**config.mk**
```make
export PLATFORM = sky130hd
export DESIGN_NAME = fastcgi_record_deframer_top_flat
export DESIGN_NICKNAME = d
export VERILOG_FILES = /design/src/rtl/core/fcgi_pkg.sv /design/src/rtl/core/fcgi_if.sv /design/src/rtl/core/fastcgi_record_deframer_top.sv /design/src/rtl/core/fcgi_front.sv /design/src/rtl/core/fcgi_queue.sv /design/src/rtl/core/fcgi_back.sv /design/src/flat_wrapper.sv
export SDC_FILE = /design/constraint.sdc
export NUM_CORES = 1
export LEC_CHECK = 0
export BUFFER_PORTS_ARGS = -buffer_cell sky130_fd_sc_hd__buf_2
export CAP_MARGIN = 20
export CORE_UTILIZATION = 61
export CTS_CLUSTER_SIZE = 40
export DETAILED_ROUTE_END_ITERATION = 16
export PLACE_DENSITY_LB_ADDON = 0.15
export SKIP_LAST_GASP = 1
export SLEW_MARGIN = 0
export SYNTH_ARGS = -nofsm -noshare
export SYNTH_HDL_FRONTEND = slang
export SYNTH_HIERARCHICAL = 1
export SYNTH_SLANG_ARGS = --single-unit
export TNS_END_PERCENT = 5
```
**constraint.sdc**
```tcl
create_clock -name clk_i -period 6.3 [get_ports clk_i]
set_clock_uncertainty 0.15 [all_clocks]
set_input_delay 0 -clock clk_i [delete_from_list [all_inputs] [get_ports clk_i]]
set_output_delay 0 -clock clk_i [all_outputs]
set_load 0.005 [all_outputs]
```
**src/rtl/core/fcgi_pkg.sv**
```systemverilog
// fcgi_pkg: types and constants shared by the record deframer modules
// depends on nothing

package fcgi_pkg;

  localparam int unsigned QueueDepth = 4;
  localparam int unsigned QueuePtrW  = $clog2(QueueDepth);
  localparam int unsigned QueueCntW  = $clog2(QueueDepth + 1);

  localparam logic [7:0] TypeEndRequest = 8'd3;
  localparam logic [7:0] TypeStderr     = 8'd7;

  typedef enum logic [3:0] {
    PH_VERSION  = 4'd0,
    PH_TYPE     = 4'd1,
    PH_ID_HI    = 4'd2,
    PH_ID_LO    = 4'd3,
    PH_LEN_HI   = 4'd4,
    PH_LEN_LO   = 4'd5,
    PH_PAD      = 4'd6,
    PH_RESERVED = 4'd7,
    PH_CONTENT  = 4'd8,
    PH_PADDING  = 4'd9
  } phase_e;

  typedef enum logic {
    KIND_CONTENT = 1'b0,
    KIND_END     = 1'b1
  } item_kind_e;

  // one queued operation: a content word, a record end, or both
  typedef struct packed {
    logic        has_content;
    logic        has_end;
    logic [7:0]  data;
    logic [7:0]  rtype;
    logic [15:0] rid;
    logic [15:0] rlen;
  } op_t;

endpackage

```
**src/rtl/core/fcgi_if.sv**
```systemverilog
// fcgi_in_if / fcgi_out_if: valid-ready channels of the record deframer
// depends on nothing

interface fcgi_in_if;
  logic       valid;
  logic       ready;
  logic [7:0] data_byte;

  modport source (output valid, output data_byte, input ready);
  modport sink   (input valid, input data_byte, output ready);
endinterface

interface fcgi_out_if;
  logic        valid;
  logic        ready;
  logic        item_kind;
  logic [7:0]  payload_byte;
  logic [7:0]  record_type;
  logic [15:0] record_id;
  logic [15:0] record_length;
  logic        response_end;
  logic        last;

  modport source (output valid, output item_kind, output payload_byte, output record_type,
                  output record_id, output record_length, output response_end,
                  output last, input ready);
  modport sink   (input valid, input item_kind, input payload_byte, input record_type,
                  input record_id, input record_length, input response_end,
                  input last, output ready);
endinterface

```
**src/rtl/core/fastcgi_record_deframer_top.sv**
```systemverilog
// fastcgi_record_deframer_top: fastcgi response record deframer
// depends on fcgi_pkg, fcgi_if, fcgi_front, fcgi_queue, fcgi_back
//
//   channel  dir  words                 payload
//   in_i     in   one stream byte       data_byte
//   out_o    out  content / record end  item_kind, payload_byte, record_type,
//                                       record_id, record_length, response_end, last
//
// one input word per cycle while the queue has room; a word that gives two
// output words (last content word of a record without padding) is sent as a
// content word and then an end word; the front reaches the back through a
// 4-entry queue; each word passes a queue entry, then the output register
// reset is asynchronous and clears phase, counters, queue and output register
// input stalls only when the queue is full

module fastcgi_record_deframer_top (
  input  logic   clk_i,
  input  logic   rst_ni,
  fcgi_in_if.sink    in_i,
  fcgi_out_if.source out_o
);
  import fcgi_pkg::*;

  logic q_full, q_push, q_pop, q_valid;
  op_t  q_push_op, q_head;

  fcgi_front u_front (
    .clk_i      (clk_i),
    .rst_ni     (rst_ni),
    .in_valid_i (in_i.valid),
    .in_data_i  (in_i.data_byte),
    .in_ready_o (in_i.ready),
    .q_full_i   (q_full),
    .push_o     (q_push),
    .push_op_o  (q_push_op)
  );

  fcgi_queue u_queue (
    .clk_i     (clk_i),
    .rst_ni    (rst_ni),
    .push_i    (q_push),
    .push_op_i (q_push_op),
    .full_o    (q_full),
    .pop_i     (q_pop),
    .valid_o   (q_valid),
    .head_o    (q_head)
  );

  fcgi_back u_back (
    .clk_i           (clk_i),
    .rst_ni          (rst_ni),
    .q_valid_i       (q_valid),
    .q_head_i        (q_head),
    .q_pop_o         (q_pop),
    .out_valid_o     (out_o.valid),
    .out_ready_i     (out_o.ready),
    .item_kind_o     (out_o.item_kind),
    .payload_byte_o  (out_o.payload_byte),
    .record_type_o   (out_o.record_type),
    .record_id_o     (out_o.record_id),
    .record_length_o (out_o.record_length),
    .response_end_o  (out_o.response_end),
    .last_o          (out_o.last)
  );

endmodule

```
**src/rtl/core/fcgi_front.sv**
```systemverilog
// fcgi_front: header capture and content/padding counting, one word per
// cycle while the queue is not full; depends on fcgi_pkg

module fcgi_front (
  input  logic              clk_i,
  input  logic              rst_ni,
  input  logic              in_valid_i,
  input  logic [7:0]        in_data_i,
  output logic              in_ready_o,
  input  logic              q_full_i,
  output logic              push_o,
  output fcgi_pkg::op_t     push_op_o
);
  import fcgi_pkg::*;

  phase_e      phase_q, phase_d;
  logic [7:0]  type_q, type_d;
  logic [15:0] id_q, id_d;
  logic [15:0] len_q, len_d;
  logic [7:0]  pad_q, pad_d;
  logic [15:0] cl_q, cl_d;
  logic [7:0]  pl_q, pl_d;
  logic        accept;
  logic        emit_content, emit_end;
  logic [15:0] cl_dec;
  logic [7:0]  pl_dec;

  assign in_ready_o = !q_full_i;
  assign accept     = in_valid_i && !q_full_i;
  assign cl_dec     = cl_q - 16'd1;
  assign pl_dec     = pl_q - 8'd1;

  always_comb begin
    phase_d      = phase_q;
    type_d       = type_q;
    id_d         = id_q;
    len_d        = len_q;
    pad_d        = pad_q;
    cl_d         = cl_q;
    pl_d         = pl_q;
    emit_content = 1'b0;
    emit_end     = 1'b0;
    case (phase_q)
      PH_TYPE: begin
        type_d  = in_data_i;
        phase_d = PH_ID_HI;
      end
      PH_ID_HI: begin
        id_d    = {in_data_i, id_q[7:0]};
        phase_d = PH_ID_LO;
      end
      PH_ID_LO: begin
        id_d    = {id_q[15:8], in_data_i};
        phase_d = PH_LEN_HI;
      end
      PH_LEN_HI: begin
        len_d   = {in_data_i, len_q[7:0]};
        phase_d = PH_LEN_LO;
      end
      PH_LEN_LO: begin
        len_d   = {len_q[15:8], in_data_i};
        phase_d = PH_PAD;
      end
      PH_PAD: begin
        pad_d   = in_data_i;
        phase_d = PH_RESERVED;
      end
      PH_RESERVED: begin
        cl_d = len_q;
        pl_d = pad_q;
        if (len_q != 16'd0) begin
          phase_d = PH_CONTENT;
        end else if (pad_q != 8'd0) begin
          phase_d = PH_PADDING;
        end else begin
          phase_d  = PH_VERSION;
          emit_end = 1'b1;
        end
      end
      PH_CONTENT: begin
        cl_d         = cl_dec;
        emit_content = 1'b1;
        if (cl_dec == 16'd0) begin
          if (pl_q != 8'd0) begin
            phase_d = PH_PADDING;
          end else begin
            phase_d  = PH_VERSION;
            emit_end = 1'b1;
          end
        end
      end
      PH_PADDING: begin
        pl_d = pl_dec;
        if (pl_dec == 8'd0) begin
          phase_d  = PH_VERSION;
          emit_end = 1'b1;
        end
      end
      default: begin
        phase_d = PH_TYPE;
      end
    endcase
  end

  assign push_o                = accept && (emit_content || emit_end);
  assign push_op_o.has_content = emit_content;
  assign push_op_o.has_end     = emit_end;
  assign push_op_o.data        = in_data_i;
  assign push_op_o.rtype       = type_q;
  assign push_op_o.rid         = id_q;
  assign push_op_o.rlen        = len_q;

  always_ff @(posedge clk_i or negedge rst_ni) begin
    if (!rst_ni) begin
      phase_q <= PH_VERSION;
      type_q  <= '0;
      id_q    <= '0;
      len_q   <= '0;
      pad_q   <= '0;
      cl_q    <= '0;
      pl_q    <= '0;
    end else if (accept) begin
      phase_q <= phase_d;
      type_q  <= type_d;
      id_q    <= id_d;
      len_q   <= len_d;
      pad_q   <= pad_d;
      cl_q    <= cl_d;
      pl_q    <= pl_d;
    end
  end

endmodule

```
**src/rtl/core/fcgi_queue.sv**
```systemverilog
// fcgi_queue: short fifo of operations between front and back
// depends on fcgi_pkg

module fcgi_queue (
  input  logic              clk_i,
  input  logic              rst_ni,
  input  logic              push_i,
  input  fcgi_pkg::op_t     push_op_i,
  output logic              full_o,
  input  logic              pop_i,
  output logic              valid_o,
  output fcgi_pkg::op_t     head_o
);
  import fcgi_pkg::*;

  op_t                  mem_q [QueueDepth];
  logic [QueuePtrW-1:0] wr_q, rd_q;
  logic [QueueCntW-1:0] cnt_q;
  logic                 do_push, do_pop;

  assign full_o  = (cnt_q == QueueCntW'(QueueDepth));
  assign valid_o = (cnt_q != '0);
  assign head_o  = mem_q[rd_q];
  assign do_push = push_i && !full_o;
  assign do_pop  = pop_i && valid_o;

  always_ff @(posedge clk_i) begin
    if (do_push) begin
      mem_q[wr_q] <= push_op_i;
    end
  end

  always_ff @(posedge clk_i or negedge rst_ni) begin
    if (!rst_ni) begin
      wr_q  <= '0;
      rd_q  <= '0;
      cnt_q <= '0;
    end else begin
      if (do_push) begin
        wr_q <= (wr_q == QueuePtrW'(QueueDepth - 1)) ? '0 : wr_q + 1'b1;
      end
      if (do_pop) begin
        rd_q <= (rd_q == QueuePtrW'(QueueDepth - 1)) ? '0 : rd_q + 1'b1;
      end
      if (do_push && !do_pop) begin
        cnt_q <= cnt_q + 1'b1;
      end else if (do_pop && !do_push) begin
        cnt_q <= cnt_q - 1'b1;
      end
    end
  end

endmodule

```
**src/rtl/core/fcgi_back.sv**
```systemverilog
// fcgi_back: output register that expands each operation into one or two words
// depends on fcgi_pkg

module fcgi_back (
  input  logic              clk_i,
  input  logic              rst_ni,
  input  logic              q_valid_i,
  input  fcgi_pkg::op_t     q_head_i,
  output logic              q_pop_o,
  output logic              out_valid_o,
  input  logic              out_ready_i,
  output logic              item_kind_o,
  output logic [7:0]        payload_byte_o,
  output logic [7:0]        record_type_o,
  output logic [15:0]       record_id_o,
  output logic [15:0]       record_length_o,
  output logic              response_end_o,
  output logic              last_o
);
  import fcgi_pkg::*;

  op_t        cur_q;
  logic       cur_valid_q;
  logic       sent_q;
  item_kind_e kind;
  logic       fire, finish;

  assign kind   = (cur_q.has_content && !sent_q) ? KIND_CONTENT : KIND_END;
  assign last_o = (kind == KIND_END) || !cur_q.has_end;
  assign fire   = cur_valid_q && out_ready_i;
  assign finish = fire && last_o;

  assign q_pop_o         = q_valid_i && (!cur_valid_q || finish);
  assign out_valid_o     = cur_valid_q;
  assign item_kind_o     = kind;
  assign payload_byte_o  = (kind == KIND_CONTENT) ? cur_q.data : 8'd0;
  assign record_type_o   = cur_q.rtype;
  assign record_id_o     = cur_q.rid;
  assign record_length_o = cur_q.rlen;
  assign response_end_o  = (kind == KIND_END) &&
                           ((cur_q.rtype == TypeEndRequest) || (cur_q.rtype == TypeStderr));

  always_ff @(posedge clk_i) begin
    if (q_pop_o) begin
      cur_q <= q_head_i;
    end
  end

  always_ff @(posedge clk_i or negedge rst_ni) begin
    if (!rst_ni) begin
      cur_valid_q <= 1'b0;
      sent_q      <= 1'b0;
    end else begin
      if (q_pop_o) begin
        cur_valid_q <= 1'b1;
        sent_q      <= 1'b0;
      end else if (finish) begin
        cur_valid_q <= 1'b0;
      end else if (fire) begin
        sent_q <= 1'b1;
      end
    end
  end

endmodule
```
**src/flat_wrapper.sv**
```systemverilog
// flat-port wrapper written by rule: the top's interface ports become plain ports
module fastcgi_record_deframer_top_flat import fcgi_pkg::*;
  (clk_i, rst_ni, in_i_valid, in_i_data_byte, in_i_ready, out_o_valid, out_o_item_kind, out_o_payload_byte, out_o_record_type, out_o_record_id, out_o_record_length, out_o_response_end, out_o_last, out_o_ready);
  fcgi_in_if in_i_i ();
  fcgi_out_if out_o_i ();
  input  logic clk_i;
  input  logic rst_ni;
  input wire logic [$bits(in_i_i.valid)-1:0] in_i_valid;
  input wire logic [$bits(in_i_i.data_byte)-1:0] in_i_data_byte;
  output wire logic [$bits(in_i_i.ready)-1:0] in_i_ready;
  output wire logic [$bits(out_o_i.valid)-1:0] out_o_valid;
  output wire logic [$bits(out_o_i.item_kind)-1:0] out_o_item_kind;
  output wire logic [$bits(out_o_i.payload_byte)-1:0] out_o_payload_byte;
  output wire logic [$bits(out_o_i.record_type)-1:0] out_o_record_type;
  output wire logic [$bits(out_o_i.record_id)-1:0] out_o_record_id;
  output wire logic [$bits(out_o_i.record_length)-1:0] out_o_record_length;
  output wire logic [$bits(out_o_i.response_end)-1:0] out_o_response_end;
  output wire logic [$bits(out_o_i.last)-1:0] out_o_last;
  input wire logic [$bits(out_o_i.ready)-1:0] out_o_ready;
  assign in_i_i.valid = in_i_valid;
  assign in_i_i.data_byte = in_i_data_byte;
  assign in_i_ready = in_i_i.ready;
  assign out_o_valid = out_o_i.valid;
  assign out_o_item_kind = out_o_i.item_kind;
  assign out_o_payload_byte = out_o_i.payload_byte;
  assign out_o_record_type = out_o_i.record_type;
  assign out_o_record_id = out_o_i.record_id;
  assign out_o_record_length = out_o_i.record_length;
  assign out_o_response_end = out_o_i.response_end;
  assign out_o_last = out_o_i.last;
  assign out_o_i.ready = out_o_ready;
  fastcgi_record_deframer_top u_core (.clk_i(clk_i), .rst_ni(rst_ni), .in_i(in_i_i), .out_o(out_o_i));
endmodule
```
==> results.py <==
metrics = {
    "worst_hold_path": {
        "hp-class": "input port to flip-flop",
        "hold_path_depth": 3,
    },
    "cts": {
        "clk_latency_ps": 510,
        "cts_resized": 0,
        "clk_pin_slew_ps": 60,
        "cts.htree.levels": 2,
        "cts_sinks": 335,
        "cts_setup_buffers": 0,
        "cts_tree": "built",
        "hold_buffers": 13,
        "clock_path_buffers": 3,
        "numCtsBuffers": 34,
        "root_buffer": "clkbuf_16",
    },
    "synthesis": {
        "synth_ff_type": "edfxtp_1",
        "ys_seq_area_share_pct": 69.8,
        "synth_seq_cells": 335,
        "synth_cell_types": 66,
        "syn_area_um2": 13800,
        "synth.avg_cell_area_um2": 16.5,
        "syn_inst": 835,
        "synth_async_sr_flop_share_pct": 25.4,
        "synth_nets": 859,
        "synth_warnings": 6,
        "synth_edf_count": 250,
    },
    "global_routing": {
        "grt-ovfl-total": 0,
        "antenna_found_initial": 0,
        "grt_pass1_vias": 7510,
        "track_usage_pct": 24.3,
        "grt_max_degree": 62,
        "grt_pass1_wl_um": 42500,
    },
    "finish": {
        "final_cell_mix": "250 x edfxtp_1, 83 x dfrtp_1, 63 x buf_2, 48 x mux4_2, 46 x nand2_1",
        "fillers": 1437,
        "diodes": 0,
        "layout.nets": 897,
        "syn_to_final_growth_pct": 10.1,
        "regArea_um2": 9640,
        "multi_input_area_um2": 3530,
        "drive_above_1_share_pct": 27.5,
        "final_common_cell": "edfxtp_1",
    },
    "floorplanning": {
        "die_h_um": 152,
        "rows": 54,
        "initial_core_util_pct": 62.7,
        "io_pins": 65,
        "die_w_um": 152,
        "die_area_um2": 23200,
        "coreArea_um2": 22000,
    },
    "sta": {
        "post-route-min-period_ps": 3610,
        "worstMarginPinSlew_ps": 1020,
        "setup_viol": 0,
        "hold_violations": 0,
        "fmax_mhz": 277,
        "relSlewSlack_pct": 32.2,
        "finalWorstSetupSlack_ps": 2690,
        "slew_violations": 0,
        "rsz0062_at_grt": "no",
        "setup_tns_ps": 0,
        "finalCritPeriodShare_pct": 57.2,
    },
    "drt": {
        "drtPass1Iterations": 13,
        "vias": 7298,
        "via_per_inst": 6.19,
        "wl_um": 27200,
        "postRouteAntennaNets": 0,
        "drc_errors": 2,
        "drt_iter0_markers": 574,
        "routedWlPerCell_um": 23.1,
    },
    "setup_path": {
        "cp.required_ps": 6480,
        "arrival_ps": 3790,
        "worst_path_dominant_cell_family": "compound AO/OA/AOI/OAI gates",
        "crit_path_max_incr_delay_ps": 860,
        "cp_max_fo": 28,
        "slowest_stage": "o21ai_2",
        "start_kind": "flip-flop",
        "cp_num_cells": 7,
        "worstSetupEndpointType": "flip-flop",
        "cp_common_cell": "a21oi_1",
        "critPathBufInv": 1,
        "r2r_cells": 7,
        "cp_cell_sequence": "nor2b_1 > nand2_1 > clkinv_1 > o21ai_2 > a21oi_1 > nor2_1 > a21oi_1",
        "crit_type": "flip-flop to flip-flop",
    },
    "place": {
        "dp_hpwl_um": 15300,
        "dpl_worst_slack_ps": 2770,
        "gp_congestion": 0.875,
        "numPortBuffers": 64,
    },
    "power_and_ir_drop": {
        "power_density_nw_per_um2": 461,
        "vdd_drop_max_v": 0.000308,
        "leakage_uw": 0.00568,
    },
    "run": {
        "maxCapViolCount": 0,
    },
    "run_status": {
        "outcome": "finished with violations",
        "violations": "design-rule violations",
    },
}
-- registers in the layout, summed over array words and instances (netlist names), 10 cells and up --
signal / cells
u_core/u_front/cl_q: 16
u_core/u_back/record_id_o: 16
u_core/u_back/record_length_o: 16
u_core/u_queue/mem_q: 200
u_core/u_back/cur_q: 10
u_core/u_front/id_q: 16
u_core/u_front/len_q: 16
-- final timing paths --
path	from	endpoint	slack (ps)
max	u_core/u_front/phase_q[3]	u_core/u_front/cl_q[13]	2690
min	out_o_ready	u_core/u_back/out_valid_o	100
max reg2reg	u_core/u_front/phase_q[3]	u_core/u_front/cl_q[13]	2690
min reg2reg	u_core/u_front/id_q[15]	u_core/u_queue/mem_q[3][31]	350
max in group asynchronous	rst_ni	u_core/u_queue/rd_q[0]	4700
min in group asynchronous	rst_ni	u_core/u_front/pl_q[7]	350
-- Yosys cell counts, types with 3 or more instances --
master / number / area share [%]
nor2b_1: 5 / 0.23
buf_12: 5 / 0.73
o2bb2ai_1: 3 / 0.19
inv_1: 12 / 0.33
or3_1: 6 / 0.27
o22ai_1: 5 / 0.23
edfxtp_1: 250 / 54
a211oi_1: 3 / 0.16
nand3_1: 12 / 0.44
nand4_1: 3 / 0.14
o21ai_1: 3 / 0.11
buf_2: 7 / 0.25
a21oi_1: 37 / 1.3
xnor2_1: 3 / 0.19
a31oi_1: 6 / 0.27
nand3b_1: 5 / 0.27
ha_1: 11 / 1.0
mux2_2: 43 / 3.5
buf_6: 4 / 0.33
mux4_2: 48 / 7.8
nand2b_1: 4 / 0.18
nor2_1: 42 / 1.1
o21ai_0: 37 / 1.3
and2_2: 8 / 0.44
nor3_1: 10 / 0.36
or4_4: 3 / 0.24
nor4b_1: 3 / 0.19
nor4_1: 9 / 0.41
a22oi_1: 4 / 0.22
and2_1: 6 / 0.27
clkbuf_1: 15 / 0.41
buf_4: 51 / 2.8
nand2_1: 46 / 1.3
dfrtp_1: 85 / 15
-- per-stage QoR --
stage               total power [µW]  instance area, µm²  utilization [%]  cells  hold WS (ps)
floorplan                       4740               13800                -    835          -446
global placement                5000               13900             63.3   1103          -223
detailed placement              5080               13900             63.3   1103          -212
CTS                             7050               15200             68.9   1178          95.0
global route                    7330               15200             69.0   1179           114
finish                          7010               15200             69.0   1179           103
-- where the power goes --
part / switching [µW] / internal [µW]
logic: 913 / 754
registers: 299 / 3080
clock network: 814 / 1150
total: 2030 / 4980
-- layer usage --
metal	GRT usage, %	up-vias	routed length (µm)
met5	0	-	0
met3	3.98	68	1600
li1	-	3236	-
met1	32.3	3726	11100
met4	9.81	0	1030
met2	40.8	268	13500
-- area by class of cell --
type,count,share of cell area [%]
tap,280,2.30
clock inverter,17,1.23
sequential,335,63.4
timing repair buffer,85,3.57
clock buffer,45,5.94
inverter,13,0.321
multi-input combinational,404,23.2
-- tightest hold or removal path: stages --
cell           delay (ps)
dlygate4sd3_1         520
buf_2                 120
a31oi_1                70
-- cells by family (layout without fill, tap and decap cells) --
kind of cell	Yosys count	in the layout	synth area share, %
adder cells (fa/ha/maj)	12	12	1.14
XOR/XNOR	5	5	0.317
AND/OR/NAND/NOR	181	181	7.26
buffers and inverters	96	160	4.87
multiplexers	95	95	11.9
flip-flops	335	335	69.8
AO/OA/AOI/OAI	111	111	4.74
Power figures use the tool's default switching activity.
